$ cat src/bed_pkg.sv
// Shared types, constants and helper functions of the backslash escape decoder.
package bed_pkg;

  // Character codes that the decoder recognizes.
  localparam logic [7:0] ESC_CHAR = 8'h5C;
  localparam logic [7:0] HEX_MARK = 8'h78;
  localparam logic [7:0] NUL_CHAR = 8'h00;

  // Configuration register indexes.
  localparam logic [0:0] CFG_HEX_MODE    = 1'b0;
  localparam logic [0:0] CFG_INPUT_LIMIT = 1'b1;

  // Number of bytes one input request can release, and the queue between front and back.
  localparam int MAX_RESULTS = 4;
  localparam int QUEUE_DEPTH = 4;
  localparam int QPTR_W      = 2;

  // One input request.
  typedef struct packed {
    logic [7:0] in_byte;
    logic       in_last;
  } in_item_t;

  // One result request.
  typedef struct packed {
    logic [7:0]  out_byte;
    logic        out_valid;
    logic        out_last;
    logic [15:0] out_count;
  } out_item_t;

  // All result bytes that one input request releases, in order.
  typedef struct packed {
    logic [MAX_RESULTS-1:0][7:0] bytes;
    logic [2:0]                  n;
    logic                        last;
  } bundle_t;

  // Queue fill status seen by both sides.
  typedef struct packed {
    logic empty;
    logic full;
  } q_status_t;

  function automatic logic is_hex_digit(input logic [7:0] c);
    is_hex_digit = (c >= 8'h30 && c <= 8'h39) || (c >= 8'h41 && c <= 8'h46) ||
                   (c >= 8'h61 && c <= 8'h66);
  endfunction

  function automatic logic [3:0] hex_value(input logic [7:0] c);
    logic [7:0] t;
    t = 8'h00;
    if (c >= 8'h30 && c <= 8'h39) begin
      hex_value = c[3:0];
    end else begin
      t = (c | 8'h20) - 8'h61 + 8'd10;
      hex_value = t[3:0];
    end
  endfunction

endpackage

$ cat src/bed_front.sv
// Front end: configuration registers, escape tracking and grouping of released bytes.
module bed_front #(
  parameter int COUNT_WIDTH = 16
) (
  input  logic              clk,
  input  logic              rst_n,
  input  logic              cfg_wr_en,
  input  logic [0:0]        cfg_index,
  input  logic [15:0]       cfg_data,
  input  logic              in_valid,
  output logic              in_stall,
  input  bed_pkg::in_item_t in_data,
  input  bed_pkg::q_status_t q_status,
  output logic              push,
  output bed_pkg::bundle_t  push_data
);
  import bed_pkg::*;

  localparam int CMPW = (COUNT_WIDTH > 16) ? COUNT_WIDTH : 16;

  logic                   hex_mode_r;
  logic [15:0]            limit_r;
  logic [7:0]             pend_r [3];
  logic [7:0]             pend_nxt [3];
  logic [1:0]             pcnt_r, pcnt_nxt;
  logic [COUNT_WIDTH-1:0] consumed_r, consumed_nxt;
  logic                   stopped_r, stopped_nxt;

  logic                   in_fire;
  logic                   active;
  logic                   room;
  logic                   fits;
  logic [7:0]             esc_val;
  logic [7:0]             b;
  logic [1:0]             flush_n;
  logic                   has_x;
  logic [7:0]             xb;
  bundle_t                bnd;

  assign in_stall = q_status.full;
  assign in_fire  = in_valid && !in_stall;
  assign b        = in_data.in_byte;

  // Position checks against the limit: bytes in range, and room for a full escape.
  assign active = !stopped_r && (CMPW'(consumed_r) < CMPW'(limit_r));
  assign room   = ((CMPW+1)'(consumed_r) + (CMPW+1)'(3)) < (CMPW+1)'(limit_r);

  // Does this byte continue the escape held so far.
  always_comb begin
    if (hex_mode_r) begin
      fits = (pcnt_r == 2'd1) ? (b == HEX_MARK) : is_hex_digit(b);
    end else begin
      fits = (b[7:3] == 5'b00110);
    end
  end

  // Value of a completed escape; the top octal digit keeps only its low two bits.
  always_comb begin
    if (hex_mode_r) begin
      esc_val = {hex_value(pend_r[2]), hex_value(b)};
    end else begin
      esc_val = {pend_r[1][1:0], pend_r[2][2:0], b[2:0]};
    end
  end

  // Escape state update for one accepted byte.
  always_comb begin
    pend_nxt    = pend_r;
    pcnt_nxt    = pcnt_r;
    stopped_nxt = stopped_r;
    flush_n     = 2'd0;
    has_x       = 1'b0;
    xb          = b;
    if (active) begin
      if (pcnt_r != 2'd0 && fits) begin
        if (pcnt_r == 2'd3) begin
          has_x    = 1'b1;
          xb       = esc_val;
          pcnt_nxt = 2'd0;
        end else begin
          for (int i = 0; i < 3; i++) begin
            if (2'(i) == pcnt_r) begin
              pend_nxt[i] = b;
            end
          end
          pcnt_nxt = pcnt_r + 2'd1;
        end
      end else begin
        // A broken escape releases its held bytes before this byte is judged.
        flush_n  = pcnt_r;
        pcnt_nxt = 2'd0;
        if (b == NUL_CHAR) begin
          stopped_nxt = 1'b1;
        end else if (b == ESC_CHAR && room) begin
          pend_nxt[0] = b;
          pcnt_nxt    = 2'd1;
        end else begin
          has_x = 1'b1;
        end
      end
    end
  end

  // Collect released bytes: flushed escape bytes, byte or escape value, end-of-string flush.
  always_comb begin
    bnd      = '0;
    bnd.last = in_data.in_last;
    for (int i = 0; i < 3; i++) begin
      if (2'(i) < flush_n) begin
        bnd.bytes[bnd.n[1:0]] = pend_r[i];
        bnd.n = bnd.n + 3'd1;
      end
    end
    if (has_x) begin
      bnd.bytes[bnd.n[1:0]] = xb;
      bnd.n = bnd.n + 3'd1;
    end
    if (in_data.in_last) begin
      for (int i = 0; i < 3; i++) begin
        if (2'(i) < pcnt_nxt) begin
          bnd.bytes[bnd.n[1:0]] = pend_nxt[i];
          bnd.n = bnd.n + 3'd1;
        end
      end
    end
  end

  assign push      = in_fire && (bnd.n != 3'd0 || in_data.in_last);
  assign push_data = bnd;

  // Saturating input position.
  always_comb begin
    consumed_nxt = (consumed_r == '1) ? consumed_r : consumed_r + 1'b1;
  end

  // Configuration registers.
  always_ff @(posedge clk) begin
    if (!rst_n) begin
      hex_mode_r <= 1'b0;
      limit_r    <= 16'hFFFF;
    end else if (cfg_wr_en) begin
      unique case (cfg_index)
        CFG_HEX_MODE:    hex_mode_r <= cfg_data[0];
        CFG_INPUT_LIMIT: limit_r    <= cfg_data;
        default: ;
      endcase
    end
  end

  // Per-string control state; the end of a string returns it to zero.
  always_ff @(posedge clk) begin
    if (!rst_n) begin
      pcnt_r     <= 2'd0;
      consumed_r <= '0;
      stopped_r  <= 1'b0;
    end else if (in_fire) begin
      if (in_data.in_last) begin
        pcnt_r     <= 2'd0;
        consumed_r <= '0;
        stopped_r  <= 1'b0;
      end else begin
        pcnt_r     <= pcnt_nxt;
        consumed_r <= consumed_nxt;
        stopped_r  <= stopped_nxt;
      end
    end
  end

  // Held escape bytes; an entry is read only after it was written in the same escape.
  always_ff @(posedge clk) begin
    if (in_fire) begin
      pend_r <= pend_nxt;
    end
  end

endmodule

$ cat src/bed_queue.sv
// Small queue of released byte groups between the front and the back end.
module bed_queue (
  input  logic               clk,
  input  logic               rst_n,
  input  logic               push,
  input  bed_pkg::bundle_t   push_data,
  input  logic               pop,
  output bed_pkg::bundle_t   head,
  output bed_pkg::q_status_t status
);
  import bed_pkg::*;

  bundle_t           mem_r [QUEUE_DEPTH];
  logic [QPTR_W-1:0] wr_ptr_r, rd_ptr_r;
  logic [QPTR_W:0]   cnt_r, cnt_nxt;

  assign head          = mem_r[rd_ptr_r];
  assign status.empty  = (cnt_r == '0);
  assign status.full   = (cnt_r == (QPTR_W+1)'(QUEUE_DEPTH));

  // Fill count follows pushes and pops.
  always_comb begin
    cnt_nxt = cnt_r;
    if (push && !pop) begin
      cnt_nxt = cnt_r + 1'b1;
    end else if (pop && !push) begin
      cnt_nxt = cnt_r - 1'b1;
    end
  end

  always_ff @(posedge clk) begin
    if (!rst_n) begin
      wr_ptr_r <= '0;
      rd_ptr_r <= '0;
      cnt_r    <= '0;
    end else begin
      if (push) begin
        wr_ptr_r <= wr_ptr_r + 1'b1;
      end
      if (pop) begin
        rd_ptr_r <= rd_ptr_r + 1'b1;
      end
      cnt_r <= cnt_nxt;
    end
  end

  // Entry storage.
  always_ff @(posedge clk) begin
    if (push) begin
      mem_r[wr_ptr_r] <= push_data;
    end
  end

endmodule

$ cat src/bed_back.sv
// Back end: splits byte groups into single results, counts output bytes, drives the output register.
module bed_back #(
  parameter int COUNT_WIDTH = 16
) (
  input  logic               clk,
  input  logic               rst_n,
  input  bed_pkg::bundle_t   head,
  input  bed_pkg::q_status_t q_status,
  output logic               pop,
  output logic               out_valid,
  input  logic               out_stall,
  output bed_pkg::out_item_t out_data
);
  import bed_pkg::*;

  logic [1:0]             idx_r, idx_nxt;
  logic [COUNT_WIDTH-1:0] cnt_r, cnt_inc, cnt_nxt;
  logic                   out_v_r;
  out_item_t              out_r;
  out_item_t              res;
  logic [2:0]             num;
  logic                   final_res;
  logic                   load;

  // Results in the head group: a group with no bytes is a bare end marker.
  assign num       = (head.n == 3'd0) ? 3'd1 : head.n;
  assign final_res = ({1'b0, idx_r} + 3'd1) == num;
  assign load      = !q_status.empty && (!out_v_r || !out_stall);
  assign pop       = load && final_res;

  // Output byte count, saturating.
  always_comb begin
    cnt_inc = cnt_r;
    if (head.n != 3'd0 && cnt_r != '1) begin
      cnt_inc = cnt_r + 1'b1;
    end
  end

  always_comb begin
    res.out_byte  = (head.n == 3'd0) ? 8'h00 : head.bytes[idx_r];
    res.out_valid = (head.n != 3'd0);
    res.out_last  = head.last && final_res;
    res.out_count = 16'(cnt_inc);
  end

  always_comb begin
    idx_nxt = final_res ? 2'd0 : idx_r + 2'd1;
    cnt_nxt = res.out_last ? '0 : cnt_inc;
  end

  always_ff @(posedge clk) begin
    if (!rst_n) begin
      idx_r   <= 2'd0;
      cnt_r   <= '0;
      out_v_r <= 1'b0;
    end else begin
      if (load) begin
        idx_r   <= idx_nxt;
        cnt_r   <= cnt_nxt;
        out_v_r <= 1'b1;
      end else if (!out_stall) begin
        out_v_r <= 1'b0;
      end
    end
  end

  // Output payload register.
  always_ff @(posedge clk) begin
    if (load) begin
      out_r <= res;
    end
  end

  assign out_valid = out_v_r;
  assign out_data  = out_r;

endmodule

$ cat src/backslash_escape_decoder.sv
// Top level of the streaming backslash escape decoder.
//
// Decodes backslash-octal (hex_mode 0) or backslash-x hex (hex_mode 1) escapes in a byte
// stream, one string at a time, with in_last closing each string. One input byte is accepted
// per cycle while in_stall is low. Each byte releases zero to four results, which leave one
// per cycle from a registered output while out_stall is low; a byte that breaks an escape,
// or the end of a string, can release several, and these bursts are absorbed by a four-entry
// queue of byte groups between the escape tracker and the output stage, so in_stall rises
// only when that queue is full. A result is registered in the queue, then in the output
// register, and is taken at a clock edge with out_stall low. The final result of a string has
// out_last set and carries the string's decoded byte count; a last input byte that releases
// no bytes gives a bare marker with out_valid at 0. Configuration is to be written by the user
// through cfg_wr_en, cfg_index and cfg_data while the block is idle, not enforced by the block.
module backslash_escape_decoder #(
  parameter int COUNT_WIDTH = 16
) (
  input  logic               clk,
  input  logic               rst_n,
  input  logic               cfg_wr_en,
  input  logic [0:0]         cfg_index,
  input  logic [15:0]        cfg_data,
  input  logic               in_valid,
  output logic               in_stall,
  input  bed_pkg::in_item_t  in_data,
  output logic               out_valid,
  input  logic               out_stall,
  output bed_pkg::out_item_t out_data
);
  import bed_pkg::*;

  logic      push;
  bundle_t   push_data;
  logic      pop;
  bundle_t   head;
  q_status_t q_status;

  bed_front #(
    .COUNT_WIDTH(COUNT_WIDTH)
  ) u_front (
    .clk       (clk),
    .rst_n     (rst_n),
    .cfg_wr_en (cfg_wr_en),
    .cfg_index (cfg_index),
    .cfg_data  (cfg_data),
    .in_valid  (in_valid),
    .in_stall  (in_stall),
    .in_data   (in_data),
    .q_status  (q_status),
    .push      (push),
    .push_data (push_data)
  );

  bed_queue u_queue (
    .clk       (clk),
    .rst_n     (rst_n),
    .push      (push),
    .push_data (push_data),
    .pop       (pop),
    .head      (head),
    .status    (q_status)
  );

  bed_back #(
    .COUNT_WIDTH(COUNT_WIDTH)
  ) u_back (
    .clk       (clk),
    .rst_n     (rst_n),
    .head      (head),
    .q_status  (q_status),
    .pop       (pop),
    .out_valid (out_valid),
    .out_stall (out_stall),
    .out_data  (out_data)
  );

endmodule
$ cat config.mk
export PLATFORM = sky130hd
export DESIGN_NAME = backslash_escape_decoder
export DESIGN_NICKNAME = d
export VERILOG_FILES = /design/src/bed_pkg.sv /design/src/bed_front.sv /design/src/bed_queue.sv /design/src/bed_back.sv /design/src/backslash_escape_decoder.sv
export SDC_FILE = /design/constraint.sdc
export NUM_CORES = 1
export LEC_CHECK = 0
export BUFFER_PORTS_ARGS = -buffer_cell sky130_fd_sc_hd__buf_2
export CAP_MARGIN = 20
export CORE_UTILIZATION = 27
export DETAILED_ROUTE_END_ITERATION = 7
export PLACE_DENSITY_LB_ADDON = 0.08
export SETUP_SLACK_MARGIN = 0.02
export SLEW_MARGIN = 20
export SYNTH_ARGS = -nofsm -noshare
export SYNTH_HDL_FRONTEND = slang
export SYNTH_SLANG_ARGS = --single-unit
$ cat constraint.sdc
create_clock -name clk -period 7.7 [get_ports clk]
set_input_delay 0.385 -clock clk [delete_from_list [all_inputs] [get_ports clk]]
set_output_delay 0.385 -clock clk [all_outputs]
set_load 0.01 [all_outputs]
==> metrics.txt <==
# TYPE chip_impl_metric gauge
chip_impl_metric{name="die-area",unit="sq mm"} 0.0542
chip_impl_metric{name="routability_congestion_estimate",unit=""} 0.848
chip_impl_metric{name="synth_seq_cells",unit=""} 258
chip_impl_metric{name="post-dp-hpwl",unit="um"} 29200
chip_impl_metric{name="setup_viol",unit=""} 0
chip_impl_metric{name="die_height",unit="um"} 233
chip_impl_metric{name="timing.max_slew.rel_slack",unit="%"} 35.8
chip_impl_metric{name="fraction_of_the_yosys_area_taken_by_sequential_cells",unit="%"} 49.4
chip_impl_metric{name="critPathMaxStageDelay",unit="ns"} 0.75
chip_impl_metric{name="comb_power_share",unit="%"} 23.8
chip_impl_metric{name="finalWirelength",unit="um"} 41200
chip_impl_metric{name="timing_max_transition_violations_final",unit=""} 0
chip_impl_metric{name="fin_crit_sh",unit="%"} 86.0
chip_impl_metric{name="grt_first_pass_wirelength",unit="um"} 64100
chip_impl_info{name="rsz0062_at_grt",value="no"} 1
chip_impl_info{name="cp_top_family",value="compound AO/OA/AOI/OAI gates"} 1
chip_impl_metric{name="crit_required",unit="ns"} 8.02
chip_impl_metric{name="vdd_drop_max",unit="mV"} 0.160
chip_impl_metric{name="cts-htree-levels",unit=""} 1
chip_impl_metric{name="synth.cell_area",unit="sq mm"} 0.0144
chip_impl_info{name="tritoncts",value="built"} 1
chip_impl_metric{name="detailedRoute.firstIterationViolations",unit=""} 709
chip_impl_metric{name="internal_power",unit="mW"} 3.03
chip_impl_info{name="leading_cell_types_in_the_layout_fill_and_taps_excluded",value="194 x edfxtp_1, 95 x nand2_1, 94 x a21oi_1"} 1
chip_impl_metric{name="power-per-cell-area",unit="mW/mm^2"} 266
chip_impl_metric{name="finalSetupTns",unit="ns"} 0
chip_impl_metric{name="grt_start_max_net_pins",unit=""} 56
chip_impl_metric{name="syn-num-nets",unit=""} 1365
chip_impl_metric{name="sum_of_buffers_and_inverters_on_the_critical_path",unit=""} 4
chip_impl_metric{name="switching_share",unit="%"} 30.3
chip_impl_metric{name="final_net_count",unit=""} 1401
chip_impl_metric{name="floorplan.core_area",unit="sq mm"} 0.0526
chip_impl_metric{name="yosysUniqueCellTypes",unit=""} 97
chip_impl_info{name="cp_cell_sequence",value="inv_1 > ha_1 > or3_1 > a311oi_1 > nor4_1 > o221ai_2 > nor2_2 > buf_4 > inv_2 > ha_1 > xnor2_1 > xnor2_2 > inv_1 > ha_1 > a21oi_1 > ha_1 > nand2_1 > o31ai_1 > ha_1 > and3_1 > o31a_1 > a21oi_1 > a21oi_1"} 1
chip_impl_metric{name="viasPerCell",unit=""} 5.08
chip_impl_metric{name="detail_route.wl_per_cell",unit="um"} 20.5
chip_impl_metric{name="ff2ff_setup_slack",unit="ns"} 1.08
chip_impl_metric{name="synth-async-reset-ratio",unit="%"} 0
chip_impl_metric{name="worstPathArrival",unit="ns"} 6.94
chip_impl_info{name="cp-start-kind",value="flop"} 1
chip_impl_metric{name="port_buffers",unit=""} 58
chip_impl_info{name="mostFrequentLayoutCell",value="edfxtp_1"} 1
chip_impl_metric{name="max_freq",unit="MHz"} 151
chip_impl_metric{name="die_width",unit="um"} 233
chip_impl_metric{name="number_of_primary_i_o_pins",unit=""} 59
chip_impl_metric{name="synthesis.instances",unit=""} 1264
chip_impl_metric{name="first_pass_iters",unit=""} 5
chip_impl_metric{name="power.leakage",unit="nW"} 5.89
chip_impl_metric{name="number_of_max_cap_violations",unit=""} 0
chip_impl_metric{name="final_antenna_net_count",unit=""} 0
chip_impl_metric{name="fin_skew",unit="ns"} 0.00952
chip_impl_metric{name="avg_synthesized_cell_area",unit="sq um"} 11.4
chip_impl_metric{name="period_minus_slack",unit="ns"} 6.62
chip_impl_info{name="path_common_cell",value="ha_1"} 1
chip_impl_metric{name="drive_gt1_share",unit="%"} 16.2
chip_impl_info{name="dominantRegCellSynth",value="edfxtp_1"} 1
chip_impl_metric{name="synthToLayoutAreaGrowth",unit="%"} 13.6
chip_impl_metric{name="drc",unit=""} 0
chip_impl_metric{name="track_usage",unit="%"} 15.4
chip_impl_metric{name="grt_antenna_before_repair",unit=""} 0
chip_impl_metric{name="cts_buf_count",unit=""} 31
chip_impl_metric{name="post_cts_resized",unit=""} 0
chip_impl_metric{name="post-cts-setup-buffer-count",unit=""} 0
chip_impl_info{name="status",value="finished, final reports clean"} 1
chip_impl_metric{name="std_cell_rows",unit=""} 84
chip_impl_metric{name="synth_edf_count",unit=""} 194
chip_impl_metric{name="globalRoute.totalOverflow",unit=""} 0
chip_impl_metric{name="share_seq_of_total_power",unit="%"} 43.5
chip_impl_metric{name="grt_pass1_vias",unit=""} 10290
chip_impl_metric{name="cts_hold_buf",unit=""} 0
chip_impl_metric{name="p_sw",unit="mW"} 1.31
chip_impl_info{name="timing_worst_setup_path_type",value="reg -> reg"} 1
chip_impl_metric{name="num_vias",unit=""} 10218
chip_impl_metric{name="power.share.clock",unit="%"} 32.7
chip_impl_metric{name="finalHoldViolCount",unit=""} 0
chip_impl_info{name="critical_path.endpoint_type",value="flop"} 1
chip_impl_metric{name="cts_buffer_depth",unit=""} 3
chip_impl_info{name="clock_tree.root_cell",value="clkbuf_16"} 1
chip_impl_metric{name="actual_transition_at_the_worst_max_transition_pin",unit="ns"} 0.957
chip_impl_metric{name="worstPathMaxFanout",unit=""} 16
chip_impl_metric{name="timing.hold.ws",unit="ns"} 0.0365
chip_impl_info{name="hold_path_class",value="in -> reg"} 1
chip_impl_metric{name="clock_latency_reported_for_the_late_side_of_the_worst_skew_pair",unit="ns"} 0.57
chip_impl_metric{name="tritoncts_num_sinks",unit=""} 258
chip_impl_metric{name="initial_utilization",unit="%"} 27.4
chip_impl_info{name="cpMaxStageDelayCell",value="nor4_1"} 1
chip_impl_metric{name="clkTransAtPathRegs",unit="ns"} 0.06
chip_impl_metric{name="yosys_warnings",unit=""} 0
chip_impl_metric{name="num_antenna_cells",unit=""} 0
-- cell families after synthesis --
logic type | Yosys count | share of synthesized area, %
simple gates | 369 | 13.5
compound gates | 312 | 15.0
flops | 258 | 49.4
buf+inv | 131 | 3.76
fa+ha+maj | 70 | 6.14
mux | 66 | 8.61
xor+xnor | 58 | 3.59
-- synthesized netlist by cell type, drive strengths merged (4+ instances only) --
| cell type | n | area, sq um |
|---|---|---|
| nor2 | 52 | 213 |
| nor3b | 5 | 42.5 |
| xor2 | 24 | 210 |
| a31oi | 12 | 75.1 |
| xnor2 | 34 | 305 |
| mux4 | 44 | 991 |
| a22oi | 13 | 103 |
| nand2b | 9 | 56.3 |
| a31o | 4 | 35.0 |
| nand3 | 66 | 340 |
| and4 | 4 | 35.0 |
| a221o | 4 | 40.0 |
| a21o | 8 | 60.1 |
| mux2i | 13 | 134 |
| nor2b | 31 | 194 |
| o21ai | 61 | 309 |
| mux2 | 9 | 113 |
| o311ai | 6 | 70.1 |
| nand3b | 6 | 45.0 |
| and3 | 16 | 100 |
| o21a | 4 | 30.0 |
| nor3 | 15 | 85.1 |
| clkbuf | 46 | 174 |
| dfxtp | 64 | 1280 |
| a21oi | 98 | 521 |
| or2 | 4 | 25.0 |
| or3 | 9 | 61.3 |
| inv | 59 | 221 |
| edfxtp | 194 | 5830 |
| o221ai | 18 | 164 |
| or4 | 5 | 41.3 |
| nand2 | 97 | 369 |
| a311oi | 4 | 52.6 |
| a211oi | 6 | 50.1 |
| buf | 25 | 141 |
| nand4 | 20 | 125 |
| o31ai | 7 | 52.6 |
| o211ai | 19 | 161 |
| a211o | 6 | 52.6 |
| and2 | 24 | 150 |
| ha | 69 | 863 |
| a21boi | 8 | 60.1 |
| a221oi | 6 | 58.8 |
-- power by group through the flow --
stage          registers (mW)  clock network [mW]  logic [mW]
2_1_floorplan            1.91                   0       0.701
3_3_place_gp             1.92                   0        1.07
3_5_place_dp             1.92                   0        1.06
4_1_cts                  1.90                1.47        1.07
5_1_grt                  1.92                1.52        1.15
6_report                 1.89                1.42        1.03
-- final timing paths --
kind | startpoint | depth (start not counted) | endpoint
worst max-delay path | u_front.pcnt_r[1]$_SDFFE_PN0P_ | 23 | u_queue.mem_r[1][28]$_DFFE_PP_
worst min-delay path | cfg_data[3] | 3 | u_front.limit_r[3]$_SDFFE_PN1P_
worst max register to register | u_front.pcnt_r[1]$_SDFFE_PN0P_ | 23 | u_queue.mem_r[1][28]$_DFFE_PP_
worst min register to register | u_back.out_valid$_SDFFE_PN0P_ | 2 | u_back.out_valid$_SDFFE_PN0P_
-- through the flow --
stage	cells	util [%]	worst slack, ns	cell area, sq um	power (mW)
after floorplan	1264	-	2.08	14400	2.61
after global placement	1954	29.2	1.23	15300	2.99
after detailed placement	1955	29.2	1.12	15400	2.99
after CTS	2011	31.1	1.15	16300	4.43
after global routing	2011	31.1	0.658	16300	4.58
final	2011	31.1	1.08	16300	4.34
-- flip-flops by register name (all words and copies together), names as in the netlist, 3 cells and up, named ones only --
| name | cells |
|---|---|
| u_front.pend_r | 24 |
| u_queue.cnt_r | 3 |
| u_back.cnt_r | 16 |
| u_queue.mem_r | 144 |
| u_front.limit_r | 16 |
| u_back.out_data | 26 |
| u_front.consumed_r | 16 |
-- area by class of cell --
type,count,area (sq um)
multi-input combinational,875,6740
fill,5384,36200
clock inverter,19,168
sequential,258,7110
timing repair buffer,74,430
clock buffer,37,798
tap,688,861
inverter,60,225
-- routing by layer --
layer	track usage [%]	share of wire (%)	wire, um	vias up
met5	0	0	0	-
met1	21.8	48	19900	5050
met2	24.5	45	18400	238
met4	3.76	2.0	812	0
met3	2.41	4.9	2020	53
li1	-	-	-	4877
-- tightest hold or removal path, cell delays in order --
cell	delay (ns)
buf_2	0.07
nand2_1	0.04
o211ai_1	0.07
No activity file was read; power rests on OpenSTA's default activity.
